## src/hw/rtl/psvf_pkg.sv

```systemverilog
`timescale 1ns / 1ps
`default_nettype none
// ----------------------------------------------------------------------------
// psvf_pkg
// types, widths and helpers shared by the straight vertex filter modules
// ----------------------------------------------------------------------------
package psvf_pkg;

    localparam int COORD_BITS = 16;
    localparam int CFG_WIDTH  = 36;
    localparam int COS_WIDTH  = 16;
    localparam int COS_SHIFT  = 30;                  // 2 x fraction bits of the cosine
    localparam int BW         = 2 * COORD_BITS + 2;  // widest serial multiplier
    localparam int AW         = 4 * COORD_BITS + 37; // accumulator width
    localparam int DD_W       = 4 * COORD_BITS + 4;  // squared dot product

    localparam logic [CFG_WIDTH-1:0] MIN_SPAN_RESET = '0;
    localparam logic [CFG_WIDTH-1:0] MAX_GAP_RESET  = '1;
    localparam logic [COS_WIDTH-1:0] COS_RESET      = COS_WIDTH'(32768);

    typedef logic signed [COORD_BITS-1:0] coord_t;

    typedef struct packed {
        coord_t x;
        coord_t y;
        coord_t z;
    } point_t;

    typedef struct packed {
        coord_t px;
        coord_t py;
        coord_t pz;
        logic   end_of_path;
    } s_word_t;

    typedef struct packed {
        coord_t qx;
        coord_t qy;
        coord_t qz;
        logic   final_point;
    } m_word_t;

    typedef enum logic [1:0] {
        CFG_MIN_SPAN = 2'd0,
        CFG_MAX_GAP  = 2'd1,
        CFG_COS      = 2'd2
    } cfg_idx_t;

    typedef enum logic [1:0] {
        SEEN_NONE  = 2'd0,
        SEEN_FIRST = 2'd1,
        SEEN_PEND  = 2'd2
    } seen_t;

    typedef enum logic [1:0] {
        ST_IDLE,
        ST_JUDGE,
        ST_EMIT_PEND,
        ST_EMIT_CUR
    } state_t;

    typedef enum logic [1:0] {
        SQ_IDLE,
        SQ_ISSUE,
        SQ_WAIT
    } sq_state_t;

    typedef enum logic [4:0] {
        OP_SPAN0, OP_SPAN1, OP_SPAN2,
        OP_GAP0,  OP_GAP1,  OP_GAP2,
        OP_CX0,   OP_CX1,
        OP_CY0,   OP_CY1,
        OP_CZ0,   OP_CZ1,
        OP_DOT0,  OP_DOT1,  OP_DOT2,
        OP_N1_0,  OP_N1_1,  OP_N1_2,
        OP_N2_0,  OP_N2_1,  OP_N2_2,
        OP_DD,    OP_NN,    OP_NC,    OP_NCC
    } op_t;

    typedef struct packed {
        logic start;
        logic clear;
        logic sub;
    } mac_cmd_t;

    typedef struct packed {
        logic valid;
        logic keep;
    } verdict_t;

    // sign and magnitude of a coordinate difference
    typedef struct packed {
        logic                  neg;
        logic [COORD_BITS-1:0] mag;
    } smag_t;

    typedef smag_t [2:0] smag3_t;

    function automatic smag_t sdiff(coord_t a, coord_t b);
        logic [COORD_BITS:0] d;
        logic [COORD_BITS:0] t;
        smag_t               r;
        d     = {a[COORD_BITS-1], a} - {b[COORD_BITS-1], b};
        t     = d[COORD_BITS] ? (~d + 1'b1) : d;
        r.neg = d[COORD_BITS];
        r.mag = t[COORD_BITS-1:0];
        return r;
    endfunction

    function automatic smag3_t pdiff(point_t a, point_t b);
        smag3_t r;
        r[0] = sdiff(a.x, b.x);
        r[1] = sdiff(a.y, b.y);
        r[2] = sdiff(a.z, b.z);
        return r;
    endfunction

endpackage
`default_nettype wire

```

## src/hw/rtl/psvf_mac.sv

```systemverilog
`timescale 1ns / 1ps
`default_nettype none
// ----------------------------------------------------------------------------
// psvf_mac
// bit-serial shift-add multiply-accumulate, one multiplier bit per cycle
// ----------------------------------------------------------------------------
module psvf_mac (
    input  logic                             aclk,
    input  logic                             aresetn,
    input  psvf_pkg::mac_cmd_t               cmd,
    input  logic [psvf_pkg::AW-1:0]          a_in,
    input  logic [psvf_pkg::BW-1:0]          b_in,
    output logic                             done,
    output logic signed [psvf_pkg::AW-1:0]   acc
);
    import psvf_pkg::*;

    logic                 run_reg, run_next;
    logic                 sub_reg, sub_next;
    logic [AW-1:0]        a_sh_reg, a_sh_next;
    logic [BW-1:0]        b_sh_reg, b_sh_next;
    logic signed [AW-1:0] acc_reg, acc_next;

    assign done = run_reg && (b_sh_reg == '0);
    assign acc  = acc_reg;

    always_comb begin
        run_next  = run_reg;
        sub_next  = sub_reg;
        a_sh_next = a_sh_reg;
        b_sh_next = b_sh_reg;
        acc_next  = acc_reg;
        if (cmd.start) begin
            run_next  = 1'b1;
            sub_next  = cmd.sub;
            a_sh_next = a_in;
            b_sh_next = b_in;
            acc_next  = cmd.clear ? '0 : acc_reg;
        end else if (done) begin
            run_next = 1'b0;
        end else if (run_reg) begin
            if (b_sh_reg[0]) begin
                acc_next = sub_reg ? acc_reg - signed'(a_sh_reg)
                                   : acc_reg + signed'(a_sh_reg);
            end
            a_sh_next = a_sh_reg << 1;
            b_sh_next = b_sh_reg >> 1;
        end
    end

    always_ff @(posedge aclk) begin
        if (!aresetn) begin
            run_reg <= 1'b0;
        end else begin
            run_reg <= run_next;
        end
        sub_reg  <= sub_next;
        a_sh_reg <= a_sh_next;
        b_sh_reg <= b_sh_next;
        acc_reg  <= acc_next;
    end

    a_start_ok: assert property (@(posedge aclk) disable iff (!aresetn)
        cmd.start |-> (!run_reg || done))
        else $error("mac started while busy");

    a_done_stops: assert property (@(posedge aclk) disable iff (!aresetn)
        (done && !cmd.start) |=> !run_reg)
        else $error("mac kept running after done");

    a_idle_hold: assert property (@(posedge aclk) disable iff (!aresetn)
        (!run_reg && !cmd.start) |=> $stable(acc_reg))
        else $error("accumulator moved while idle");

endmodule
`default_nettype wire

```

## src/hw/rtl/psvf_seq.sv

```systemverilog
`timescale 1ns / 1ps
`default_nettype none
// ----------------------------------------------------------------------------
// psvf_seq
// sequencer that judges the pending vertex with the shared serial mac
// ----------------------------------------------------------------------------
module psvf_seq (
    input  logic                                 aclk,
    input  logic                                 aresetn,
    input  logic                                 go,
    input  psvf_pkg::point_t                     pt_prev,
    input  psvf_pkg::point_t                     pt_pend,
    input  psvf_pkg::point_t                     pt_cur,
    input  psvf_pkg::point_t                     pt_kept,
    input  logic [psvf_pkg::CFG_WIDTH-1:0]       min_span_sq,
    input  logic [psvf_pkg::CFG_WIDTH-1:0]       max_gap_sq,
    input  logic [psvf_pkg::COS_WIDTH-1:0]       cos_threshold,
    output psvf_pkg::verdict_t                   verdict
);
    import psvf_pkg::*;

    sq_state_t            state_reg, state_next;
    op_t                  op_reg, op_next;
    logic                 cx_nz_reg, cx_nz_next;
    logic                 cy_nz_reg, cy_nz_next;
    logic [BW-1:0]        d_reg, d_next;
    logic [BW-1:0]        n1_reg, n1_next;
    logic [BW-1:0]        n2_reg, n2_next;
    logic [DD_W-1:0]      dd_reg, dd_next;

    mac_cmd_t             cmd;
    logic [AW-1:0]        a_op;
    logic [BW-1:0]        b_op;
    logic                 mac_done;
    logic signed [AW-1:0] acc;

    smag3_t               ds, dg, e1, e2;
    logic signed [AW-1:0] min_w, max_w, lhs_w;
    logic                 fin;
    logic                 keep;

    assign ds = pdiff(pt_cur, pt_prev);
    assign dg = pdiff(pt_pend, pt_kept);
    assign e1 = pdiff(pt_pend, pt_prev);
    assign e2 = pdiff(pt_cur, pt_pend);

    assign min_w = signed'(AW'(min_span_sq));
    assign max_w = signed'(AW'(max_gap_sq));
    assign lhs_w = signed'(AW'({dd_reg, {COS_SHIFT{1'b0}}}));

    psvf_mac u_mac (
        .aclk    (aclk),
        .aresetn (aresetn),
        .cmd     (cmd),
        .a_in    (a_op),
        .b_in    (b_op),
        .done    (mac_done),
        .acc     (acc)
    );

    // operand selection for the issued product
    always_comb begin
        a_op      = '0;
        b_op      = '0;
        cmd.start = (state_reg == SQ_ISSUE);
        cmd.clear = 1'b0;
        cmd.sub   = 1'b0;
        unique case (op_reg)
            OP_SPAN0: begin a_op = AW'(ds[0].mag); b_op = BW'(ds[0].mag); cmd.clear = 1'b1; end
            OP_SPAN1: begin a_op = AW'(ds[1].mag); b_op = BW'(ds[1].mag); end
            OP_SPAN2: begin a_op = AW'(ds[2].mag); b_op = BW'(ds[2].mag); end
            OP_GAP0:  begin a_op = AW'(dg[0].mag); b_op = BW'(dg[0].mag); cmd.clear = 1'b1; end
            OP_GAP1:  begin a_op = AW'(dg[1].mag); b_op = BW'(dg[1].mag); end
            OP_GAP2:  begin a_op = AW'(dg[2].mag); b_op = BW'(dg[2].mag); end
            OP_CX0: begin
                a_op = AW'(e1[1].mag); b_op = BW'(e2[2].mag);
                cmd.sub = e1[1].neg ^ e2[2].neg; cmd.clear = 1'b1;
            end
            OP_CX1: begin
                a_op = AW'(e1[2].mag); b_op = BW'(e2[1].mag);
                cmd.sub = ~(e1[2].neg ^ e2[1].neg);
            end
            OP_CY0: begin
                a_op = AW'(e1[2].mag); b_op = BW'(e2[0].mag);
                cmd.sub = e1[2].neg ^ e2[0].neg; cmd.clear = 1'b1;
            end
            OP_CY1: begin
                a_op = AW'(e1[0].mag); b_op = BW'(e2[2].mag);
                cmd.sub = ~(e1[0].neg ^ e2[2].neg);
            end
            OP_CZ0: begin
                a_op = AW'(e1[0].mag); b_op = BW'(e2[1].mag);
                cmd.sub = e1[0].neg ^ e2[1].neg; cmd.clear = 1'b1;
            end
            OP_CZ1: begin
                a_op = AW'(e1[1].mag); b_op = BW'(e2[0].mag);
                cmd.sub = ~(e1[1].neg ^ e2[0].neg);
            end
            OP_DOT0: begin
                a_op = AW'(e1[0].mag); b_op = BW'(e2[0].mag);
                cmd.sub = e1[0].neg ^ e2[0].neg; cmd.clear = 1'b1;
            end
            OP_DOT1: begin
                a_op = AW'(e1[1].mag); b_op = BW'(e2[1].mag);
                cmd.sub = e1[1].neg ^ e2[1].neg;
            end
            OP_DOT2: begin
                a_op = AW'(e1[2].mag); b_op = BW'(e2[2].mag);
                cmd.sub = e1[2].neg ^ e2[2].neg;
            end
            OP_N1_0: begin a_op = AW'(e1[0].mag); b_op = BW'(e1[0].mag); cmd.clear = 1'b1; end
            OP_N1_1: begin a_op = AW'(e1[1].mag); b_op = BW'(e1[1].mag); end
            OP_N1_2: begin a_op = AW'(e1[2].mag); b_op = BW'(e1[2].mag); end
            OP_N2_0: begin a_op = AW'(e2[0].mag); b_op = BW'(e2[0].mag); cmd.clear = 1'b1; end
            OP_N2_1: begin a_op = AW'(e2[1].mag); b_op = BW'(e2[1].mag); end
            OP_N2_2: begin a_op = AW'(e2[2].mag); b_op = BW'(e2[2].mag); end
            OP_DD:   begin a_op = AW'(d_reg);  b_op = d_reg;  cmd.clear = 1'b1; end
            OP_NN:   begin a_op = AW'(n1_reg); b_op = n2_reg; cmd.clear = 1'b1; end
            OP_NC,
            OP_NCC:  begin a_op = unsigned'(acc); b_op = BW'(cos_threshold); cmd.clear = 1'b1; end
            default: begin a_op = '0; b_op = '0; end
        endcase
    end

    // early exits and the final angle compare
    always_comb begin
        fin  = 1'b0;
        keep = 1'b0;
        if (state_reg == SQ_WAIT && mac_done) begin
            unique case (op_reg)
                OP_SPAN2: if (acc < min_w) begin fin = 1'b1; keep = 1'b0; end
                OP_GAP2:  if (acc >= max_w) begin fin = 1'b1; keep = 1'b1; end
                OP_CZ1:   if (!cx_nz_reg && !cy_nz_reg && acc == '0) begin
                    fin = 1'b1; keep = 1'b0;
                end
                // dot product zero or negative
                OP_DOT2:  if (acc[AW-1] || acc == '0) begin fin = 1'b1; keep = 1'b1; end
                OP_NCC:   begin fin = 1'b1; keep = (lhs_w <= acc); end
                default:  begin fin = 1'b0; keep = 1'b0; end
            endcase
        end
    end

    // next state
    always_comb begin
        state_next = state_reg;
        unique case (state_reg)
            SQ_IDLE:  if (go) state_next = SQ_ISSUE;
            SQ_ISSUE: state_next = SQ_WAIT;
            SQ_WAIT:  if (mac_done) state_next = fin ? SQ_IDLE : SQ_ISSUE;
            default:  state_next = SQ_IDLE;
        endcase
    end

    // outputs
    always_comb begin
        verdict.valid = fin;
        verdict.keep  = keep;
    end

    // partial results
    always_comb begin
        op_next    = op_reg;
        cx_nz_next = cx_nz_reg;
        cy_nz_next = cy_nz_reg;
        d_next     = d_reg;
        n1_next    = n1_reg;
        n2_next    = n2_reg;
        dd_next    = dd_reg;
        if (state_reg == SQ_IDLE && go) begin
            op_next = OP_SPAN0;
        end else if (state_reg == SQ_WAIT && mac_done && !fin) begin
            op_next = op_t'(op_reg + 5'd1);
            unique case (op_reg)
                OP_CX1:  cx_nz_next = (acc != '0);
                OP_CY1:  cy_nz_next = (acc != '0);
                OP_DOT2: d_next     = acc[BW-1:0];
                OP_N1_2: n1_next    = acc[BW-1:0];
                OP_N2_2: n2_next    = acc[BW-1:0];
                OP_DD:   dd_next    = acc[DD_W-1:0];
                default: op_next    = op_t'(op_reg + 5'd1);
            endcase
        end
    end

    always_ff @(posedge aclk) begin
        if (!aresetn) begin
            state_reg <= SQ_IDLE;
            op_reg    <= OP_SPAN0;
        end else begin
            state_reg <= state_next;
            op_reg    <= op_next;
        end
        cx_nz_reg <= cx_nz_next;
        cy_nz_reg <= cy_nz_next;
        d_reg     <= d_next;
        n1_reg    <= n1_next;
        n2_reg    <= n2_next;
        dd_reg    <= dd_next;
    end

    a_go_idle: assert property (@(posedge aclk) disable iff (!aresetn)
        go |-> state_reg == SQ_IDLE)
        else $error("judgment started while busy");

    a_fin_idle: assert property (@(posedge aclk) disable iff (!aresetn)
        fin |=> state_reg == SQ_IDLE)
        else $error("sequencer did not stop after verdict");

    a_issue_start: assert property (@(posedge aclk) disable iff (!aresetn)
        (state_reg == SQ_ISSUE) |=> (state_reg == SQ_WAIT && !mac_done) || mac_done)
        else $error("issue not followed by wait");

endmodule
`default_nettype wire

```

## src/hw/rtl/polyline_straight_vertex_filter.sv

```systemverilog
`timescale 1ns / 1ps
`default_nettype none
// ----------------------------------------------------------------------------
// polyline_straight_vertex_filter
// streaming 3d polyline simplifier that drops nearly straight vertices
// ----------------------------------------------------------------------------
// Takes one point word at a time and returns the kept points of the polyline.
// The first and last point of every polyline are always kept; an interior
// point is judged once its successor arrives, so its word comes out one input
// later. A judgment runs up to 25 products through one bit-serial shift-add
// multiply-accumulate unit, each product stepping through the bits of its
// multiplier operand: 21 coordinate products, two cosine products and the
// d*d and n1*n2 products. A judgment stops early when the span, gap,
// collinearity or obtuse-turn test already decides. The first point and the
// last point of a two-point line are emitted without a judgment. s_ready is
// high only between words; a finished word waits in the output register, so
// a new point is taken while m_valid is still pending.
// Registers are written through cfg_we / cfg_addr / cfg_wdata; the user must
// write them only while idle, as the block itself does not enforce it.
// ----------------------------------------------------------------------------
module polyline_straight_vertex_filter (
    input  logic                             aclk,
    input  logic                             aresetn,
    // point words in
    input  logic                             s_valid,
    output logic                             s_ready,
    input  psvf_pkg::s_word_t                s_data,
    // kept point words out
    output logic                             m_valid,
    input  logic                             m_ready,
    output psvf_pkg::m_word_t                m_data,
    // register writes
    input  logic                             cfg_we,
    input  logic [1:0]                       cfg_addr,
    input  logic [psvf_pkg::CFG_WIDTH-1:0]   cfg_wdata
);
    import psvf_pkg::*;

    // control
    state_t                 state_reg, state_next;
    seen_t                  seen_reg, seen_next;
    logic                   m_valid_reg, m_valid_next;
    // points
    point_t                 prev_reg, prev_next;
    point_t                 pend_reg, pend_next;
    point_t                 kept_reg, kept_next;
    point_t                 cur_reg, cur_next;
    logic                   last_reg, last_next;
    m_word_t                m_data_reg, m_data_next;
    // configuration
    logic [CFG_WIDTH-1:0]   min_span_reg, min_span_next;
    logic [CFG_WIDTH-1:0]   max_gap_reg, max_gap_next;
    logic [COS_WIDTH-1:0]   cos_reg, cos_next;

    logic                   s_fire;
    logic                   seen_pend;
    logic                   out_free;
    logic                   out_load;
    logic                   go;
    m_word_t                out_word;
    point_t                 in_pt;
    verdict_t               verdict;

    assign s_fire    = s_valid && s_ready;
    // the unreachable fourth code counts as a pending point
    assign seen_pend = (seen_reg != SEEN_NONE) && (seen_reg != SEEN_FIRST);
    assign out_free  = !m_valid_reg || m_ready;
    assign in_pt     = '{x: s_data.px, y: s_data.py, z: s_data.pz};
    assign m_valid   = m_valid_reg;
    assign m_data    = m_data_reg;

    psvf_seq u_seq (
        .aclk          (aclk),
        .aresetn       (aresetn),
        .go            (go),
        .pt_prev       (prev_reg),
        .pt_pend       (pend_reg),
        .pt_cur        (cur_reg),
        .pt_kept       (kept_reg),
        .min_span_sq   (min_span_reg),
        .max_gap_sq    (max_gap_reg),
        .cos_threshold (cos_reg),
        .verdict       (verdict)
    );

    // next state
    always_comb begin
        state_next = state_reg;
        unique case (state_reg)
            ST_IDLE: begin
                if (s_fire) begin
                    if (seen_pend) begin
                        state_next = ST_JUDGE;
                    end else if (seen_reg == SEEN_NONE || s_data.end_of_path) begin
                        state_next = ST_EMIT_CUR;
                    end
                end
            end
            ST_JUDGE: begin
                if (verdict.valid) begin
                    if (verdict.keep) begin
                        state_next = ST_EMIT_PEND;
                    end else begin
                        state_next = last_reg ? ST_EMIT_CUR : ST_IDLE;
                    end
                end
            end
            ST_EMIT_PEND: if (out_free) state_next = last_reg ? ST_EMIT_CUR : ST_IDLE;
            ST_EMIT_CUR:  if (out_free) state_next = ST_IDLE;
            default:      state_next = ST_IDLE;
        endcase
    end

    // outputs of the controller
    always_comb begin
        s_ready  = (state_reg == ST_IDLE);
        go       = (state_reg == ST_IDLE) && s_fire && seen_pend;
        out_load = out_free && (state_reg == ST_EMIT_PEND || state_reg == ST_EMIT_CUR);
        // the judged point sits in prev once the verdict is taken
        if (state_reg == ST_EMIT_PEND) begin
            out_word = '{qx: prev_reg.x, qy: prev_reg.y, qz: prev_reg.z, final_point: 1'b0};
        end else begin
            out_word = '{qx: cur_reg.x, qy: cur_reg.y, qz: cur_reg.z, final_point: last_reg};
        end
    end

    // point history, output register and configuration
    always_comb begin
        seen_next     = seen_reg;
        prev_next     = prev_reg;
        pend_next     = pend_reg;
        kept_next     = kept_reg;
        cur_next      = cur_reg;
        last_next     = last_reg;
        min_span_next = min_span_reg;
        max_gap_next  = max_gap_reg;
        cos_next      = cos_reg;
        m_valid_next  = out_load ? 1'b1 : (m_ready ? 1'b0 : m_valid_reg);
        m_data_next   = out_load ? out_word : m_data_reg;

        if (cfg_we) begin
            unique case (cfg_addr)
                CFG_MIN_SPAN: min_span_next = cfg_wdata;
                CFG_MAX_GAP:  max_gap_next  = cfg_wdata;
                CFG_COS:      cos_next      = cfg_wdata[COS_WIDTH-1:0];
                default:      cos_next      = cos_reg;
            endcase
        end

        if (s_fire) begin
            cur_next  = in_pt;
            last_next = s_data.end_of_path;
            if (seen_reg == SEEN_NONE) begin
                // first point of a polyline is always kept
                kept_next = in_pt;
                prev_next = in_pt;
                seen_next = s_data.end_of_path ? SEEN_NONE : SEEN_FIRST;
            end else if (seen_reg == SEEN_FIRST) begin
                if (s_data.end_of_path) begin
                    kept_next = in_pt;
                    seen_next = SEEN_NONE;
                end else begin
                    pend_next = in_pt;
                    seen_next = SEEN_PEND;
                end
            end
        end

        if (state_reg == ST_JUDGE && verdict.valid) begin
            prev_next = pend_reg;
            if (last_reg) begin
                kept_next = cur_reg;
                seen_next = SEEN_NONE;
            end else begin
                kept_next = verdict.keep ? pend_reg : kept_reg;
                pend_next = cur_reg;
                seen_next = SEEN_PEND;
            end
        end
    end

    always_ff @(posedge aclk) begin
        if (!aresetn) begin
            state_reg    <= ST_IDLE;
            seen_reg     <= SEEN_NONE;
            m_valid_reg  <= 1'b0;
            min_span_reg <= MIN_SPAN_RESET;
            max_gap_reg  <= MAX_GAP_RESET;
            cos_reg      <= COS_RESET;
        end else begin
            state_reg    <= state_next;
            seen_reg     <= seen_next;
            m_valid_reg  <= m_valid_next;
            min_span_reg <= min_span_next;
            max_gap_reg  <= max_gap_next;
            cos_reg      <= cos_next;
        end
        prev_reg   <= prev_next;
        pend_reg   <= pend_next;
        kept_reg   <= kept_next;
        cur_reg    <= cur_next;
        last_reg   <= last_next;
        m_data_reg <= m_data_next;
    end

    // a verdict only arrives while a point is being judged
    a_verdict_judge: assert property (@(posedge aclk) disable iff (!aresetn)
        verdict.valid |-> state_reg == ST_JUDGE)
        else $error("verdict outside judgment");

    // a first point always produces a word
    a_first_emits: assert property (@(posedge aclk) disable iff (!aresetn)
        (s_fire && seen_reg == SEEN_NONE) |=> state_reg == ST_EMIT_CUR)
        else $error("first point not emitted");

    // after the final word the polyline state is cleared
    a_final_clears: assert property (@(posedge aclk) disable iff (!aresetn)
        (out_load && out_word.final_point) |=> seen_reg == SEEN_NONE)
        else $error("polyline state left after final word");

    // a word is loaded only into a free output register
    a_no_overwrite: assert property (@(posedge aclk) disable iff (!aresetn)
        (m_valid_reg && !m_ready) |=> $stable(m_data_reg))
        else $error("pending word overwritten");

endmodule
`default_nettype wire
```

## config.mk

```make
export PLATFORM = sky130hd
export DESIGN_NAME = polyline_straight_vertex_filter
export DESIGN_NICKNAME = d
export VERILOG_FILES = /design/src/hw/rtl/psvf_pkg.sv /design/src/hw/rtl/psvf_mac.sv /design/src/hw/rtl/psvf_seq.sv /design/src/hw/rtl/polyline_straight_vertex_filter.sv
export SDC_FILE = /design/constraint.sdc
export NUM_CORES = 2
export LEC_CHECK = 0
export BUFFER_PORTS_ARGS = -buffer_cell sky130_fd_sc_hd__buf_2
export CORE_ASPECT_RATIO = 1.2
export CORE_MARGIN = 2
export CORE_UTILIZATION = 58
export CTS_BUF_LIST = sky130_fd_sc_hd__clkbuf_4 sky130_fd_sc_hd__clkbuf_8 sky130_fd_sc_hd__clkbuf_16
export DETAILED_ROUTE_END_ITERATION = 8
export HOLD_SLACK_MARGIN = 0.05
export PLACE_DENSITY = 0.73
export SLEW_MARGIN = 20
export SYNTH_ARGS = -nofsm -noshare
export SYNTH_HDL_FRONTEND = slang
export SYNTH_SLANG_ARGS = --single-unit
```

## constraint.sdc

```tcl
create_clock -name aclk -period 18.18 [get_ports aclk]
set_clock_uncertainty 0.05 [all_clocks]
set_input_delay 1.818 -clock aclk [delete_from_list [all_inputs] [get_ports aclk]]
set_output_delay 1.818 -clock aclk [all_outputs]
set_load 0.1 [all_outputs]
```

==> qor.csv <==
stage,metric,value,unit
timing,RSZ-0062 raised after global routing,no,
placed_design,DP Area,0.05868,mm^2
yosys,post-synthesis async set-or-reset flop share,0,%
critical_path,peak fanout along the critical path,9,
timing,setup violators final,0,
cells_and_area,area of the multi-input gates,0.03326,mm^2
cells_and_area,Finished Layout Cells,7697,
hold_path,hold crit path type,reg -> reg,
cells_and_area,area grow syn2layout,8.143,%
critical_path,CP Cell Sequence,or4_1 > or3_1 > nor4_2 > nor2b_1 > buf_4 > and3_1 > and3_1 > nor2b_1 > nor2_1 > xnor2_1 > ha_1 > a21o_1 > a31oi_1 > nor2_1 > or4b_2 > a31oi_1 > nor2_1 > o2bb2ai_1 > o31ai_1 > nor3_1 > a221oi_1 > mux2i_1 > o21ai_0,
critical_path,Crit. path cell count,23,
global_routing,pin count of the biggest net entering global routing,147,
clocking,post-CTS setup buffers,0,
yosys,Yosys cell types,102,
yosys,cell area after synthesis,0.05689,mm^2
critical_path,critical path arrival,7.84,ns
global_routing,GRT Util Overall,39.24,%
global_routing,initial antenna violation count,6,
drt,DR DRC count,0,
die,initial core utilization,58.66,%
cells_and_area,nets,6912,
cells_and_area,FILL cells,8264,
hold_path,Min-Delay Path Depth,2,
critical_path,Reg2Reg Setup Slack,10.69,ns
clocking,"Clk pin slew, worst setup/hold paths",0.07,ns
clocking,clock root buffer,clkbuf_16,
timing,final hold viol count,0,
die,die area,0.1006,mm^2
clocking,CTS Sinks,752,
timing,min cycle time layout,7.486,ns
clocking,H-tree depth,3,
pwr,Power Dens Cells,91.64,mW/mm^2
critical_path,most frequent CP cell,nor2_1,
drt,Routed Antenna Nets,0,
drt,via-per-instance ratio,6.626,
clocking,Clock Latency Late Sink,0.69,ns
clocking,CTS hold repair buffers,0,
die,Core Box Area,0.09697,mm^2
critical_path,Worst path slowest cell,nor4_2,
yosys,synthesis-stage register bit count,752,
timing,Fmax,0.1336,GHz
cells_and_area,Sequential Area,0.02109,mm^2
cells_and_area,share of layout cells above drive strength 1,6.786,%
die,DIE WIDTH,289.9,um
clocking,CTS tree,done,
yosys,Yosys warning total,0,
die,# rows,125,
yosys,sequential cell area fraction in the yosys report,37.07,%
clocking,CTS resizes,0,
drt,drt initial violations,4806,
critical_path,"CP delay by family, top",simple AND/OR/NAND/NOR gates,
critical_path,Setup Crit Path Kind,reg -> reg,
yosys,"EDFF count, synth",603,
placed_design,Placed Cells,7545,
global_routing,number of global-route vias before repair,48823,
clocking,Clock Path Buffers,3,
critical_path,Max stage delay on crit path,0.67,ns
pwr,Final Power,5.637,mW
timing,measured slew at the worst slew-check pin,1.208,ns
yosys,Mapped Cells,6351,
critical_path,"Req. time, crit path",18.53,ns
clocking,Num CTS Buffers,79,
yosys,dominant synthesized flop cell,edfxtp_1,
placed_design,port bufs,142,
cells_and_area,"commonest non-fill, non-tap cell in the layout",edfxtp_1,
global_routing,first-pass GRT wire length,301.0,mm
critical_path,Worst Reg-to-Reg Cells,23,
outcome,status,"complete, no violations",
drt,total number of vias,51000,
cells_and_area,cell area after layout,0.06152,mm^2
placed_design,detailed placement HPWL,155.6,mm
timing,setup TNS,0,ns
placed_design,gpl congestion,1.060,
timing,Tcrit/Tclk final,41.17,%
critical_path,crit path buf inv count,1,
timing,fin. max-slew vios,0,
critical_path,crit path launch type,flop,
drt,router iterations before antenna repair,9,
pwr,Pleak,24.47,nW
yosys,Mean Syn Cell Area,8.957,um^2
drt,final wirelength,203.0,mm
pwr,Worst VDD drop,0.00009528,V
critical_path,crit path capture type,flop,
run,max cap viols,0,
die,# IOs,143,
yosys,syn_nets,6905,
drt,wire per inst,26.37,um
timing,Relative slew margins,19.48,%
die,Die Y-Extent,347.1,um
cells_and_area,most frequent cells in the layout,"edfxtp_1 (603), nand2_1 (597), nor2_1 (518)",
global_routing,total grt overflow,0,
per-stage QoR:
step / hold WS [ns] / util (%) / setup WS (ns)
2_1_floorplan: 0.3915 / - / 4.572
3_3_place_gp: 0.4038 / 60.51 / 10.92
3_5_place_dp: 0.4089 / 60.51 / 10.83
4_1_cts: 0.4175 / 63.41 / 10.80
5_1_grt: 0.4344 / 63.44 / 10.21
6_report: 0.4150 / 63.44 / 10.69
kinds of logic (layout without fill, tap and decap cells):
logic type,Yosys count,count (layout),synth area share (%)
compound gates,1906,1906,22.02
xor+xnor,491,491,7.584
fa+ha+maj,462,462,10.33
buf+inv,703,777,4.742
flops,752,752,37.07
mux,123,123,2.182
other cells,0,2,0
simple gates,1914,1914,16.07
Yosys cell counts (72+ instances only):
cell	n	share of area, %
o211ai_1	72	0.95
nand4_1	99	1.1
a21o_1	182	2.4
nor4_1	76	0.84
mux2i_1	115	2.0
dfxtp_1	149	5.2
nor2_1	525	3.5
ha_1	449	9.9
nor3_1	138	1.2
xor2_1	136	2.1
inv_1	429	2.8
xnor2_1	354	5.5
a22o_1	74	1.1
a21oi_1	455	4.0
o21ai_0	431	3.8
nand3_1	102	0.90
edfxtp_1	603	32
clkbuf_1	246	1.6
nand2_1	598	3.9
final cells by class:
cell class	count	share of cell area [%]
sequential	752	34.28
timing repair buffer	199	1.871
clock buffer	106	3.614
multi-input combinational	4896	54.07
inverter	430	2.626
clock inverter	42	0.9478
tap	1270	2.583
antenna	2	0.008136
layer usage:
metal	routed length (um)	GRT usage (%)	share of wire, %
met3	14660	5.460	7.2
met4	15160	26.08	7.5
met5	27	0	0.013
met2	96070	65.93	47
met1	77060	47.09	38
worst paths after layout:
kind / from / endpoint
worst min register to register: min_span_reg[4] / min_span_reg[4]
worst min-delay path: min_span_reg[4] / min_span_reg[4]
worst max register to register: u_seq.u_mac.a_sh_reg[6] / u_seq.u_mac.acc[97]
worst max-delay path: u_seq.u_mac.a_sh_reg[6] / u_seq.u_mac.acc[97]
power by group:
group | internal, mW | leakage, nW | total [mW] | switching, mW
Combinational | 0.582 | 16.4 | 1.85 | 1.27
Sequential | 1.95 | 6.71 | 2.01 | 0.0640
Clock | 1.03 | 1.39 | 1.78 | 0.748
worst min-delay path, cell delays in order (launching register included):
cell and delay, ns:
dfxtp_1 0.31, nand2_1 0.04, a21boi_0 0.06
Note: power is estimated with default switching activity, not from simulation.
